$ cat config.mk
export PLATFORM = sky130hd
export DESIGN_NAME = frame_diff_window_force
export DESIGN_NICKNAME = d
export VERILOG_FILES = /design/src/rtl/fdwf_pkg.sv /design/src/rtl/fdwf_front.sv /design/src/rtl/fdwf_queue.sv /design/src/rtl/fdwf_back.sv /design/src/rtl/frame_diff_window_force.sv
export SDC_FILE = /design/constraint.sdc
export NUM_CORES = 2
export LEC_CHECK = 0
export ABC_AREA = 0
export BUFFER_PORTS_ARGS = -buffer_cell sky130_fd_sc_hd__buf_2
export CAP_MARGIN = 5
export CELL_PAD_IN_SITES_DETAIL_PLACEMENT = 0
export CELL_PAD_IN_SITES_GLOBAL_PLACEMENT = 1
export CORE_ASPECT_RATIO = 0.5
export CORE_MARGIN = 3
export CORE_UTILIZATION = 53
export CTS_BUF_LIST = sky130_fd_sc_hd__clkbuf_4 sky130_fd_sc_hd__clkbuf_8
export CTS_CLUSTER_SIZE = 14
export DETAILED_ROUTE_END_ITERATION = 7
export PLACE_DENSITY = 0.81
export SLEW_MARGIN = 20
export SYNTH_ARGS = -nofsm -noshare
export SYNTH_HDL_FRONTEND = slang
export SYNTH_SLANG_ARGS = --single-unit
$ cat constraint.sdc
create_clock -name clk_i -period 10.1 [get_ports clk_i]
set_input_delay 1.01 -clock clk_i [delete_from_list [all_inputs] [get_ports clk_i]]
set_output_delay 1.01 -clock clk_i [all_outputs]
set_load 0.01 [all_outputs]
$ cat src/rtl/fdwf_pkg.sv
package fdwf_pkg;

  localparam int unsigned WINDOW_SIZE_DEF = 32;
  localparam int unsigned QUEUE_DEPTH_DEF = 4;

  localparam int unsigned PIX_W   = 8;
  localparam int unsigned CNT_W   = 12;
  localparam int unsigned FW_W    = 13;
  localparam int unsigned GAIN_W  = 16;
  localparam int unsigned SUM_W   = 32;
  localparam int unsigned FORCE_W = 24;
  localparam int unsigned PROD_W  = SUM_W + GAIN_W;
  localparam int unsigned CFG_IDX_W  = 2;
  localparam int unsigned CFG_DATA_W = 16;

  localparam logic [PIX_W-1:0] NOISE_FLOOR = 8'd5;

  localparam logic [CFG_IDX_W-1:0] CFG_FRAME_WIDTH = 2'd0;
  localparam logic [CFG_IDX_W-1:0] CFG_WINDOW_LEFT = 2'd1;
  localparam logic [CFG_IDX_W-1:0] CFG_WINDOW_TOP  = 2'd2;
  localparam logic [CFG_IDX_W-1:0] CFG_FORCE_GAIN  = 2'd3;

  localparam logic [FW_W-1:0]   FRAME_WIDTH_RST = 13'd640;
  localparam logic [CNT_W-1:0]  WINDOW_LEFT_RST = 12'd0;
  localparam logic [CNT_W-1:0]  WINDOW_TOP_RST  = 12'd0;
  localparam logic [GAIN_W-1:0] FORCE_GAIN_RST  = 16'd2570;

  // Classified pixel as it leaves the front part
  typedef struct packed {
    logic [PIX_W-1:0] diff;
    logic [CNT_W-1:0] mcol;
    logic [CNT_W-1:0] row;
    logic             in_win;
    logic             eof;
  } fdwf_pix_t;

  localparam int unsigned PIX_T_W = $bits(fdwf_pix_t);

  // Q0.16 product: floor shift by 16, then clamp to signed 24 bits
  function automatic logic [FORCE_W-1:0] sat_force(input logic [PROD_W-1:0] p);
    logic [SUM_W-1:0] q;
    logic [FORCE_W-1:0] r;
    q = p[PROD_W-1:GAIN_W];
    if (q[SUM_W-1:FORCE_W-1] == '0 || q[SUM_W-1:FORCE_W-1] == '1) begin
      r = q[FORCE_W-1:0];
    end else if (q[SUM_W-1]) begin
      r = {1'b1, {(FORCE_W-1){1'b0}}};
    end else begin
      r = {1'b0, {(FORCE_W-1){1'b1}}};
    end
    return r;
  endfunction

endpackage

$ cat src/rtl/fdwf_front.sv
module fdwf_front #(
  parameter int unsigned WINDOW_SIZE = fdwf_pkg::WINDOW_SIZE_DEF,
  parameter int unsigned DW          = $clog2(WINDOW_SIZE) + 1
) (
  input  logic                        clk_i,
  input  logic                        rst_ni,
  input  logic                        in_valid_i,
  output logic                        in_stall_o,
  input  logic [fdwf_pkg::PIX_W-1:0]  prev_pixel_i,
  input  logic [fdwf_pkg::PIX_W-1:0]  cur_pixel_i,
  input  logic                        end_of_line_i,
  input  logic                        end_of_frame_i,
  input  logic [fdwf_pkg::FW_W-1:0]   frame_width_i,
  input  logic [fdwf_pkg::CNT_W-1:0]  window_left_i,
  input  logic [fdwf_pkg::CNT_W-1:0]  window_top_i,
  input  logic                        q_full_i,
  output logic                        q_push_o,
  output fdwf_pkg::fdwf_pix_t         q_pix_o,
  output logic signed [DW-1:0]        q_dx_o,
  output logic signed [DW-1:0]        q_dy_o
);
  import fdwf_pkg::*;

  localparam logic [DW-1:0]   HALF = DW'(WINDOW_SIZE / 2);
  localparam logic [FW_W-1:0] WS   = FW_W'(WINDOW_SIZE);

  logic [CNT_W-1:0] col_q, col_d;
  logic [CNT_W-1:0] row_q, row_d;
  logic [PIX_W-1:0] absd;
  logic [PIX_W-1:0] diff;
  logic [FW_W:0]    m;
  logic             x_in, y_in;
  logic [DW-1:0]    offx, offy;

  assign in_stall_o = q_full_i;
  assign q_push_o   = in_valid_i && !q_full_i;

  always_comb begin
    absd = (cur_pixel_i >= prev_pixel_i) ? cur_pixel_i - prev_pixel_i
                                         : prev_pixel_i - cur_pixel_i;
    diff = (absd > NOISE_FLOOR) ? absd - NOISE_FLOOR : '0;

    // Top bit set means the column lies beyond the frame width
    m = {1'b0, frame_width_i} - (FW_W+1)'(1) - {2'b00, col_q};

    x_in = !m[FW_W] && (m[FW_W-1:0] >= {1'b0, window_left_i})
           && (m[FW_W-1:0] < ({1'b0, window_left_i} + WS));
    y_in = ({1'b0, row_q} >= {1'b0, window_top_i})
           && ({1'b0, row_q} < ({1'b0, window_top_i} + WS));

    offx = m[DW-1:0] - window_left_i[DW-1:0];
    offy = row_q[DW-1:0] - window_top_i[DW-1:0];
  end

  always_comb begin
    q_pix_o.diff   = diff;
    q_pix_o.mcol   = m[CNT_W-1:0];
    q_pix_o.row    = row_q;
    q_pix_o.in_win = x_in && y_in;
    q_pix_o.eof    = end_of_frame_i;
    q_dx_o         = $signed(HALF - offx);
    q_dy_o         = $signed(HALF - offy);
  end

  always_comb begin
    col_d = col_q;
    row_d = row_q;
    if (q_push_o) begin
      priority if (end_of_frame_i) begin
        col_d = '0;
        row_d = '0;
      end else if (end_of_line_i) begin
        col_d = '0;
        row_d = row_q + CNT_W'(1);
      end else begin
        col_d = col_q + CNT_W'(1);
      end
    end
  end

  always_ff @(posedge clk_i or negedge rst_ni) begin
    if (!rst_ni) begin
      col_q <= '0;
      row_q <= '0;
    end else begin
      col_q <= col_d;
      row_q <= row_d;
    end
  end

endmodule

$ cat src/rtl/fdwf_queue.sv
module fdwf_queue #(
  parameter int unsigned WIDTH = 8,
  parameter int unsigned DEPTH = fdwf_pkg::QUEUE_DEPTH_DEF
) (
  input  logic             clk_i,
  input  logic             rst_ni,
  input  logic             push_i,
  input  logic [WIDTH-1:0] data_i,
  output logic             full_o,
  input  logic             pop_i,
  output logic [WIDTH-1:0] data_o,
  output logic             empty_o
);

  localparam int unsigned PW = (DEPTH > 1) ? $clog2(DEPTH) : 1;
  localparam int unsigned CW = $clog2(DEPTH + 1);
  localparam logic [PW-1:0] LAST = PW'(DEPTH - 1);

  logic [WIDTH-1:0] mem_q [DEPTH];
  logic [PW-1:0]    wr_q, wr_d, rd_q, rd_d;
  logic [CW-1:0]    cnt_q, cnt_d;

  assign full_o  = (cnt_q == CW'(DEPTH));
  assign empty_o = (cnt_q == '0);
  assign data_o  = mem_q[rd_q];

  always_comb begin
    wr_d  = wr_q;
    rd_d  = rd_q;
    cnt_d = cnt_q;
    if (push_i) begin
      wr_d = (wr_q == LAST) ? '0 : wr_q + PW'(1);
    end
    if (pop_i) begin
      rd_d = (rd_q == LAST) ? '0 : rd_q + PW'(1);
    end
    if (push_i && !pop_i) begin
      cnt_d = cnt_q + CW'(1);
    end else if (pop_i && !push_i) begin
      cnt_d = cnt_q - CW'(1);
    end
  end

  always_ff @(posedge clk_i or negedge rst_ni) begin
    if (!rst_ni) begin
      wr_q  <= '0;
      rd_q  <= '0;
      cnt_q <= '0;
    end else begin
      wr_q  <= wr_d;
      rd_q  <= rd_d;
      cnt_q <= cnt_d;
    end
  end

  always_ff @(posedge clk_i) begin
    if (push_i) begin
      mem_q[wr_q] <= data_i;
    end
  end

endmodule

$ cat src/rtl/fdwf_back.sv
module fdwf_back #(
  parameter int unsigned WINDOW_SIZE = fdwf_pkg::WINDOW_SIZE_DEF,
  parameter int unsigned DW          = $clog2(WINDOW_SIZE) + 1
) (
  input  logic                          clk_i,
  input  logic                          rst_ni,
  input  logic                          q_empty_i,
  output logic                          q_pop_o,
  input  fdwf_pkg::fdwf_pix_t           q_pix_i,
  input  logic signed [DW-1:0]          q_dx_i,
  input  logic signed [DW-1:0]          q_dy_i,
  input  logic [fdwf_pkg::GAIN_W-1:0]   force_gain_i,
  output logic                          out_valid_o,
  input  logic                          out_stall_i,
  output logic [fdwf_pkg::PIX_W-1:0]    diff_pixel_o,
  output logic [fdwf_pkg::CNT_W-1:0]    mirrored_column_o,
  output logic [fdwf_pkg::CNT_W-1:0]    row_index_o,
  output logic signed [fdwf_pkg::FORCE_W-1:0] force_x_o,
  output logic signed [fdwf_pkg::FORCE_W-1:0] force_y_o,
  output logic                          force_valid_o
);
  import fdwf_pkg::*;

  localparam int unsigned PW = DW + PIX_W + 1;

  localparam logic [1:0] ST_RUN  = 2'd0;
  localparam logic [1:0] ST_MULX = 2'd1;
  localparam logic [1:0] ST_MULY = 2'd2;
  localparam logic [1:0] ST_FIN  = 2'd3;

  logic [1:0]         st_q, st_d;
  logic [SUM_W-1:0]   sum_x_q, sum_x_d, sum_y_q, sum_y_d;
  logic [PROD_W-1:0]  prod_q, prod_d;
  logic [FORCE_W-1:0] fx_q, fx_d;
  fdwf_pix_t          hold_q, hold_d;
  logic               ovalid_q, ovalid_d;
  logic               can_load, load_pix, load_eof;

  logic [PIX_W-1:0]   o_diff_q;
  logic [CNT_W-1:0]   o_mcol_q, o_row_q;
  logic [FORCE_W-1:0] o_fx_q, o_fy_q;
  logic               o_fv_q;

  logic signed [PW-1:0]      px, py;
  logic [SUM_W-1:0]          mul_a;
  logic signed [PROD_W:0]    mul_p;

  assign can_load = !ovalid_q || !out_stall_i;
  assign q_pop_o  = (st_q == ST_RUN) && !q_empty_i && can_load;
  assign load_pix = q_pop_o && !q_pix_i.eof;
  assign load_eof = (st_q == ST_FIN) && can_load;

  assign px = $signed({1'b0, q_pix_i.diff}) * q_dx_i;
  assign py = $signed({1'b0, q_pix_i.diff}) * q_dy_i;

  // One multiplier serves both sums at frame end
  assign mul_a = (st_q == ST_MULX) ? sum_x_q : sum_y_q;
  assign mul_p = $signed(mul_a) * $signed({1'b0, force_gain_i});

  always_comb begin
    st_d    = st_q;
    sum_x_d = sum_x_q;
    sum_y_d = sum_y_q;
    prod_d  = prod_q;
    fx_d    = fx_q;
    hold_d  = hold_q;
    unique case (st_q)
      ST_RUN: begin
        if (q_pop_o) begin
          if (q_pix_i.in_win) begin
            sum_x_d = sum_x_q + {{(SUM_W-PW){px[PW-1]}}, px};
            sum_y_d = sum_y_q + {{(SUM_W-PW){py[PW-1]}}, py};
          end
          if (q_pix_i.eof) begin
            hold_d = q_pix_i;
            st_d   = ST_MULX;
          end
        end
      end
      ST_MULX: begin
        prod_d = mul_p[PROD_W-1:0];
        st_d   = ST_MULY;
      end
      ST_MULY: begin
        fx_d   = sat_force(prod_q);
        prod_d = mul_p[PROD_W-1:0];
        st_d   = ST_FIN;
      end
      ST_FIN: begin
        if (can_load) begin
          sum_x_d = '0;
          sum_y_d = '0;
          st_d    = ST_RUN;
        end
      end
      default: st_d = ST_RUN;
    endcase
  end

  always_comb begin
    if (load_pix || load_eof) begin
      ovalid_d = 1'b1;
    end else begin
      ovalid_d = ovalid_q && out_stall_i;
    end
  end

  always_ff @(posedge clk_i or negedge rst_ni) begin
    if (!rst_ni) begin
      st_q     <= ST_RUN;
      sum_x_q  <= '0;
      sum_y_q  <= '0;
      ovalid_q <= 1'b0;
    end else begin
      st_q     <= st_d;
      sum_x_q  <= sum_x_d;
      sum_y_q  <= sum_y_d;
      ovalid_q <= ovalid_d;
    end
  end

  always_ff @(posedge clk_i) begin
    prod_q <= prod_d;
    fx_q   <= fx_d;
    hold_q <= hold_d;
    if (load_pix) begin
      o_diff_q <= q_pix_i.diff;
      o_mcol_q <= q_pix_i.mcol;
      o_row_q  <= q_pix_i.row;
      o_fx_q   <= '0;
      o_fy_q   <= '0;
      o_fv_q   <= 1'b0;
    end else if (load_eof) begin
      o_diff_q <= hold_q.diff;
      o_mcol_q <= hold_q.mcol;
      o_row_q  <= hold_q.row;
      o_fx_q   <= fx_q;
      o_fy_q   <= sat_force(prod_q);
      o_fv_q   <= 1'b1;
    end
  end

  assign out_valid_o       = ovalid_q;
  assign diff_pixel_o      = o_diff_q;
  assign mirrored_column_o = o_mcol_q;
  assign row_index_o       = o_row_q;
  assign force_x_o         = $signed(o_fx_q);
  assign force_y_o         = $signed(o_fy_q);
  assign force_valid_o     = o_fv_q;

endmodule

$ cat src/rtl/frame_diff_window_force.sv
// Channel   Handshake                 Payload
// in        in_valid_i / in_stall_o   prev_pixel_i cur_pixel_i end_of_line_i end_of_frame_i
// out       out_valid_o / out_stall_i diff_pixel_o mirrored_column_o row_index_o
//                                     force_x_o force_y_o force_valid_o
// cfg       cfg_we_i                  cfg_idx_i cfg_data_i
//
// Ordinary pixels go through the queue and the output register at one word per cycle
// while out_stall_i is low. The end-of-frame pixel holds the back end in ST_MULX, ST_MULY
// and ST_FIN: both sums pass one after the other through the single 32x16 gain multiplier.
// Reset clears the counters, the sums, the queue pointers and the output valid flag.
// in_stall_o rises only when the queue between front and back is full; the back
// end pops nothing while a stalled word waits in its output register until that is taken.
module frame_diff_window_force #(
  parameter int unsigned WINDOW_SIZE = fdwf_pkg::WINDOW_SIZE_DEF,
  parameter int unsigned QUEUE_DEPTH = fdwf_pkg::QUEUE_DEPTH_DEF
) (
  input  logic                             clk_i,
  input  logic                             rst_ni,
  input  logic                             cfg_we_i,
  input  logic [fdwf_pkg::CFG_IDX_W-1:0]   cfg_idx_i,
  input  logic [fdwf_pkg::CFG_DATA_W-1:0]  cfg_data_i,
  input  logic                             in_valid_i,
  output logic                             in_stall_o,
  input  logic [fdwf_pkg::PIX_W-1:0]       prev_pixel_i,
  input  logic [fdwf_pkg::PIX_W-1:0]       cur_pixel_i,
  input  logic                             end_of_line_i,
  input  logic                             end_of_frame_i,
  output logic                             out_valid_o,
  input  logic                             out_stall_i,
  output logic [fdwf_pkg::PIX_W-1:0]       diff_pixel_o,
  output logic [fdwf_pkg::CNT_W-1:0]       mirrored_column_o,
  output logic [fdwf_pkg::CNT_W-1:0]       row_index_o,
  output logic signed [fdwf_pkg::FORCE_W-1:0] force_x_o,
  output logic signed [fdwf_pkg::FORCE_W-1:0] force_y_o,
  output logic                             force_valid_o
);
  import fdwf_pkg::*;

  localparam int unsigned DW = $clog2(WINDOW_SIZE) + 1;
  localparam int unsigned QW = PIX_T_W + 2 * DW;

  logic [FW_W-1:0]   frame_width_q;
  logic [CNT_W-1:0]  window_left_q, window_top_q;
  logic [GAIN_W-1:0] force_gain_q;

  logic              q_push, q_pop, q_full, q_empty;
  fdwf_pix_t         f_pix, b_pix;
  logic signed [DW-1:0] f_dx, f_dy, b_dx, b_dy;
  logic [QW-1:0]     q_wdata, q_rdata;

  always_ff @(posedge clk_i or negedge rst_ni) begin
    if (!rst_ni) begin
      frame_width_q <= FRAME_WIDTH_RST;
      window_left_q <= WINDOW_LEFT_RST;
      window_top_q  <= WINDOW_TOP_RST;
      force_gain_q  <= FORCE_GAIN_RST;
    end else if (cfg_we_i) begin
      unique case (cfg_idx_i)
        CFG_FRAME_WIDTH: frame_width_q <= cfg_data_i[FW_W-1:0];
        CFG_WINDOW_LEFT: window_left_q <= cfg_data_i[CNT_W-1:0];
        CFG_WINDOW_TOP:  window_top_q  <= cfg_data_i[CNT_W-1:0];
        CFG_FORCE_GAIN:  force_gain_q  <= cfg_data_i[GAIN_W-1:0];
        default: ;
      endcase
    end
  end

  fdwf_front #(
    .WINDOW_SIZE(WINDOW_SIZE),
    .DW         (DW)
  ) u_front (
    .clk_i         (clk_i),
    .rst_ni        (rst_ni),
    .in_valid_i    (in_valid_i),
    .in_stall_o    (in_stall_o),
    .prev_pixel_i  (prev_pixel_i),
    .cur_pixel_i   (cur_pixel_i),
    .end_of_line_i (end_of_line_i),
    .end_of_frame_i(end_of_frame_i),
    .frame_width_i (frame_width_q),
    .window_left_i (window_left_q),
    .window_top_i  (window_top_q),
    .q_full_i      (q_full),
    .q_push_o      (q_push),
    .q_pix_o       (f_pix),
    .q_dx_o        (f_dx),
    .q_dy_o        (f_dy)
  );

  assign q_wdata = {f_pix, f_dx, f_dy};

  fdwf_queue #(
    .WIDTH(QW),
    .DEPTH(QUEUE_DEPTH)
  ) u_queue (
    .clk_i  (clk_i),
    .rst_ni (rst_ni),
    .push_i (q_push),
    .data_i (q_wdata),
    .full_o (q_full),
    .pop_i  (q_pop),
    .data_o (q_rdata),
    .empty_o(q_empty)
  );

  assign b_pix = q_rdata[QW-1:2*DW];
  assign b_dx  = $signed(q_rdata[2*DW-1:DW]);
  assign b_dy  = $signed(q_rdata[DW-1:0]);

  fdwf_back #(
    .WINDOW_SIZE(WINDOW_SIZE),
    .DW         (DW)
  ) u_back (
    .clk_i            (clk_i),
    .rst_ni           (rst_ni),
    .q_empty_i        (q_empty),
    .q_pop_o          (q_pop),
    .q_pix_i          (b_pix),
    .q_dx_i           (b_dx),
    .q_dy_i           (b_dy),
    .force_gain_i     (force_gain_q),
    .out_valid_o      (out_valid_o),
    .out_stall_i      (out_stall_i),
    .diff_pixel_o     (diff_pixel_o),
    .mirrored_column_o(mirrored_column_o),
    .row_index_o      (row_index_o),
    .force_x_o        (force_x_o),
    .force_y_o        (force_y_o),
    .force_valid_o    (force_valid_o)
  );

endmodule
==> metrics.cfg <==
[setup_path]
worstSetupStartpointType=register
cpMaxStageDelayCell=dfrtp_2
rrSetupSlack_ns=1.53
crit_fanout=23
r2r-end=u_back.sum_x_q[31]$_DFFE_PN0P_
cp-end-kind=register
crit_type=register to register
rr_worst_depth=26
cp_common_cell=fa_1
r2r-start=u_queue.rd_q[1]$_DFFE_PN0P_
worstPathArrival_ns=9.18
cp_data_required_time_ns=10.70
slowest_delay_ns=0.61

[final_layout]
final_nets=5268
layout_common_cells=inv_1, nand2_1, fa_1
area_growth_pct=7.71
drive_gt1_frac=0.112
layout_commonest_cell=inv_1
fin_util=0.585

[clocking]
cts_setup_buffers=0
clock_sinks=504
h-tree-depth=3
ctsHoldBuffers=0
cts_tree=yes
clk_latency_ns=0.70
root_buffer=clkbuf_8
clockBufferDepth=3
cts_made_buffers=78
clk_pin_slew_worst_paths_ns=0.06
ctsResizeCount=0

[timing]
layout_setup_ws_ns=1.53
slew_violations=0
rsz0062_at_grt=no
period_share=0.849
hold_viol=0
fin_tns_setup_ns=0
worst_slew_pin_slew_ns=1.10
setup_viol=0
timing.fmax_mhz=117
period_needed_ns=8.57
relSlewSlack=0.267
finClkSkew_ns=0.0458

[run]
drv_cap=0

[yosys]
synthArstFlopShare=0.300
synth_area_leader_cell=fa_1
ys.flop_type=edfxtp_1
yosysSeqAreaShare=0.309
synth_edf_count=304
syn_area_per_cell_sq_um=10.6
yosysWarnings=0
syn_area_sq_um=45000
synth-seq-cells=504
synthCells=4260
synthTopCellsByArea=fa_1, edfxtp_1, ha_1
syn-num-nets=5192
synth_cell_type_count=74
yosysTopAreaCellShare=0.241

[placement]
dp_slack_ns=1.50
port_buffers=123
gp_congestion=0.885
hpwl_microns=83700

[worst_hold_path]
hold_path.class=input pin to asynchronous set/reset pin

[global_routing]
track_usage=0.261
grt_max_degree=84
antenna_found_initial=8
first_global_vias=32200
grt_pass1_wl_microns=180000
grt_overflow=0

[route]
wl_microns=112000
drtIter0Drc=2147
post_drt_wl_per_cell_microns=20.3
vias=30700
viasPerCell=5.58
ant_nets=0
drc=0
dr.pass1.iters=5

[die]
die_y_microns=212
fp.dieW_microns=418
initial_core_util=0.543
rows=74
coreArea_sq_um=82900
die_area_sq_um=88600
pin_count=124

[run_status]
status=complete, no violations

==> cell type report <==
type / count / area, sq um
Fill cell: 7044 / 34400
Multi-Input combinational cell: 2896 / 27900
Sequential cell: 504 / 13900
Inverter: 705 / 2650
Tap cell: 1102 / 1380
Clock buffer: 104 / 1310
Timing Repair Buffer: 151 / 852
Clock inverter: 42 / 418
Antenna cell: 1 / 2.50
==> critical path, delay by kind of cell (launching register included) <==
family                     cells  cell delay (ns)
AOI/OAI and AO/OA             12             3.25
muxes                          1             0.38
and+or+nand+nor                3             0.77
DFF                            1             0.61
buffers and inverters          3             0.67
adders and majority gates      6             2.68
xor gates and xnor gates       1             0.13
==> sequential cells by signal, indices dropped and copies added, names as in the netlist, 13 cells and up <==
register,count
u_back.fx_q,24
u_back.hold_q,32
u_queue.mem_q,184
frame_width_q,13
force_gain_q,16
u_back.sum_y_q,32
u_back.prod_q,32
u_back.force_y_o,24
u_back.sum_x_q,32
u_back.force_x_o,24
==> worst max path at each step <==
| stage | from | endpoint | cells past startpoint |
|---|---|---|---|
| after CTS | u_queue.rd_q[0]$_DFFE_PN0P_ | u_back.sum_x_q[31]$_DFFE_PN0P_ | 25 |
| final | u_queue.rd_q[1]$_DFFE_PN0P_ | u_back.sum_x_q[31]$_DFFE_PN0P_ | 26 |
| after floorplan | u_queue.rd_q[0]$_DFFE_PN0P_ | u_back.sum_y_q[30]$_DFFE_PN0P_ | 29 |
| after detailed placement | u_queue.rd_q[0]$_DFFE_PN0P_ | u_back.sum_x_q[31]$_DFFE_PN0P_ | 25 |
| after global routing | u_queue.rd_q[1]$_DFFE_PN0P_ | u_back.sum_x_q[31]$_DFFE_PN0P_ | 26 |
| after global placement | u_queue.rd_q[0]$_DFFE_PN0P_ | u_back.sum_x_q[31]$_DFFE_PN0P_ | 25 |
==> metrics by stage <==
step                      cells  cell area (sq um)  hold WS, ns
after floorplan            4260              45000        0.456
after global placement     5357              46700        0.440
after detailed placement   5357              46700        0.447
after CTS                  5503              48400        0.413
after global routing       5505              48400        0.468
final                      5505              48400        0.445
==> cells by family (layout without fill, tap and decap cells) <==
family / after synthesis / in the layout / synth area share
and+or+nand+nor: 1134 / 1134 / 0.120
adders and majority gates: 891 / 891 / 0.338
DFF: 504 / 504 / 0.309
AOI/OAI and AO/OA: 541 / 541 / 0.0768
buffers and inverters: 860 / 1002 / 0.0718
xor gates and xnor gates: 160 / 160 / 0.0312
muxes: 170 / 170 / 0.0534
other: 0 / 1 / 0
==> synthesized netlist by cell type (5+ instances only) <==
master / count
inv_1: 705
nand2_1: 585
fa_1: 541
ha_1: 350
edfxtp_1: 304
and2_1: 259
a21oi_1: 157
clkbuf_1: 147
dfrtp_1: 145
o21ai_0: 127
mux2_2: 118
xnor2_1: 112
a21o_1: 98
nor2_1: 95
dfxtp_1: 49
xor2_1: 48
mux4_2: 44
nand3_1: 32
nor3_1: 27
o21a_1: 24
nand2b_1: 23
nor2b_1: 21
or3_1: 20
nand4_1: 18
a211oi_1: 17
and3_1: 15
o31ai_1: 14
o211ai_1: 12
a21boi_0: 10
a31oi_1: 10
o21bai_1: 10
nor4_1: 9
buf_1: 8
mux2i_1: 8
a211o_1: 7
a32o_1: 6
dfstp_2: 6
nand3b_1: 6
or2_2: 6
o311ai_0: 5
==> per-layer routing <==
layer | up-vias | global-route usage | wire length, microns
met3 | 161 | 0.0308 | 5710
li1 | 14000 | - | -
met1 | 15700 | 0.377 | 51100
met4 | 2 | 0.0662 | 2560
met2 | 809 | 0.425 | 52300
met5 | - | 0 | 12
Power is not shown: default switching activity piles up to over one toggle a cycle in this logic, so the estimate is an artifact.
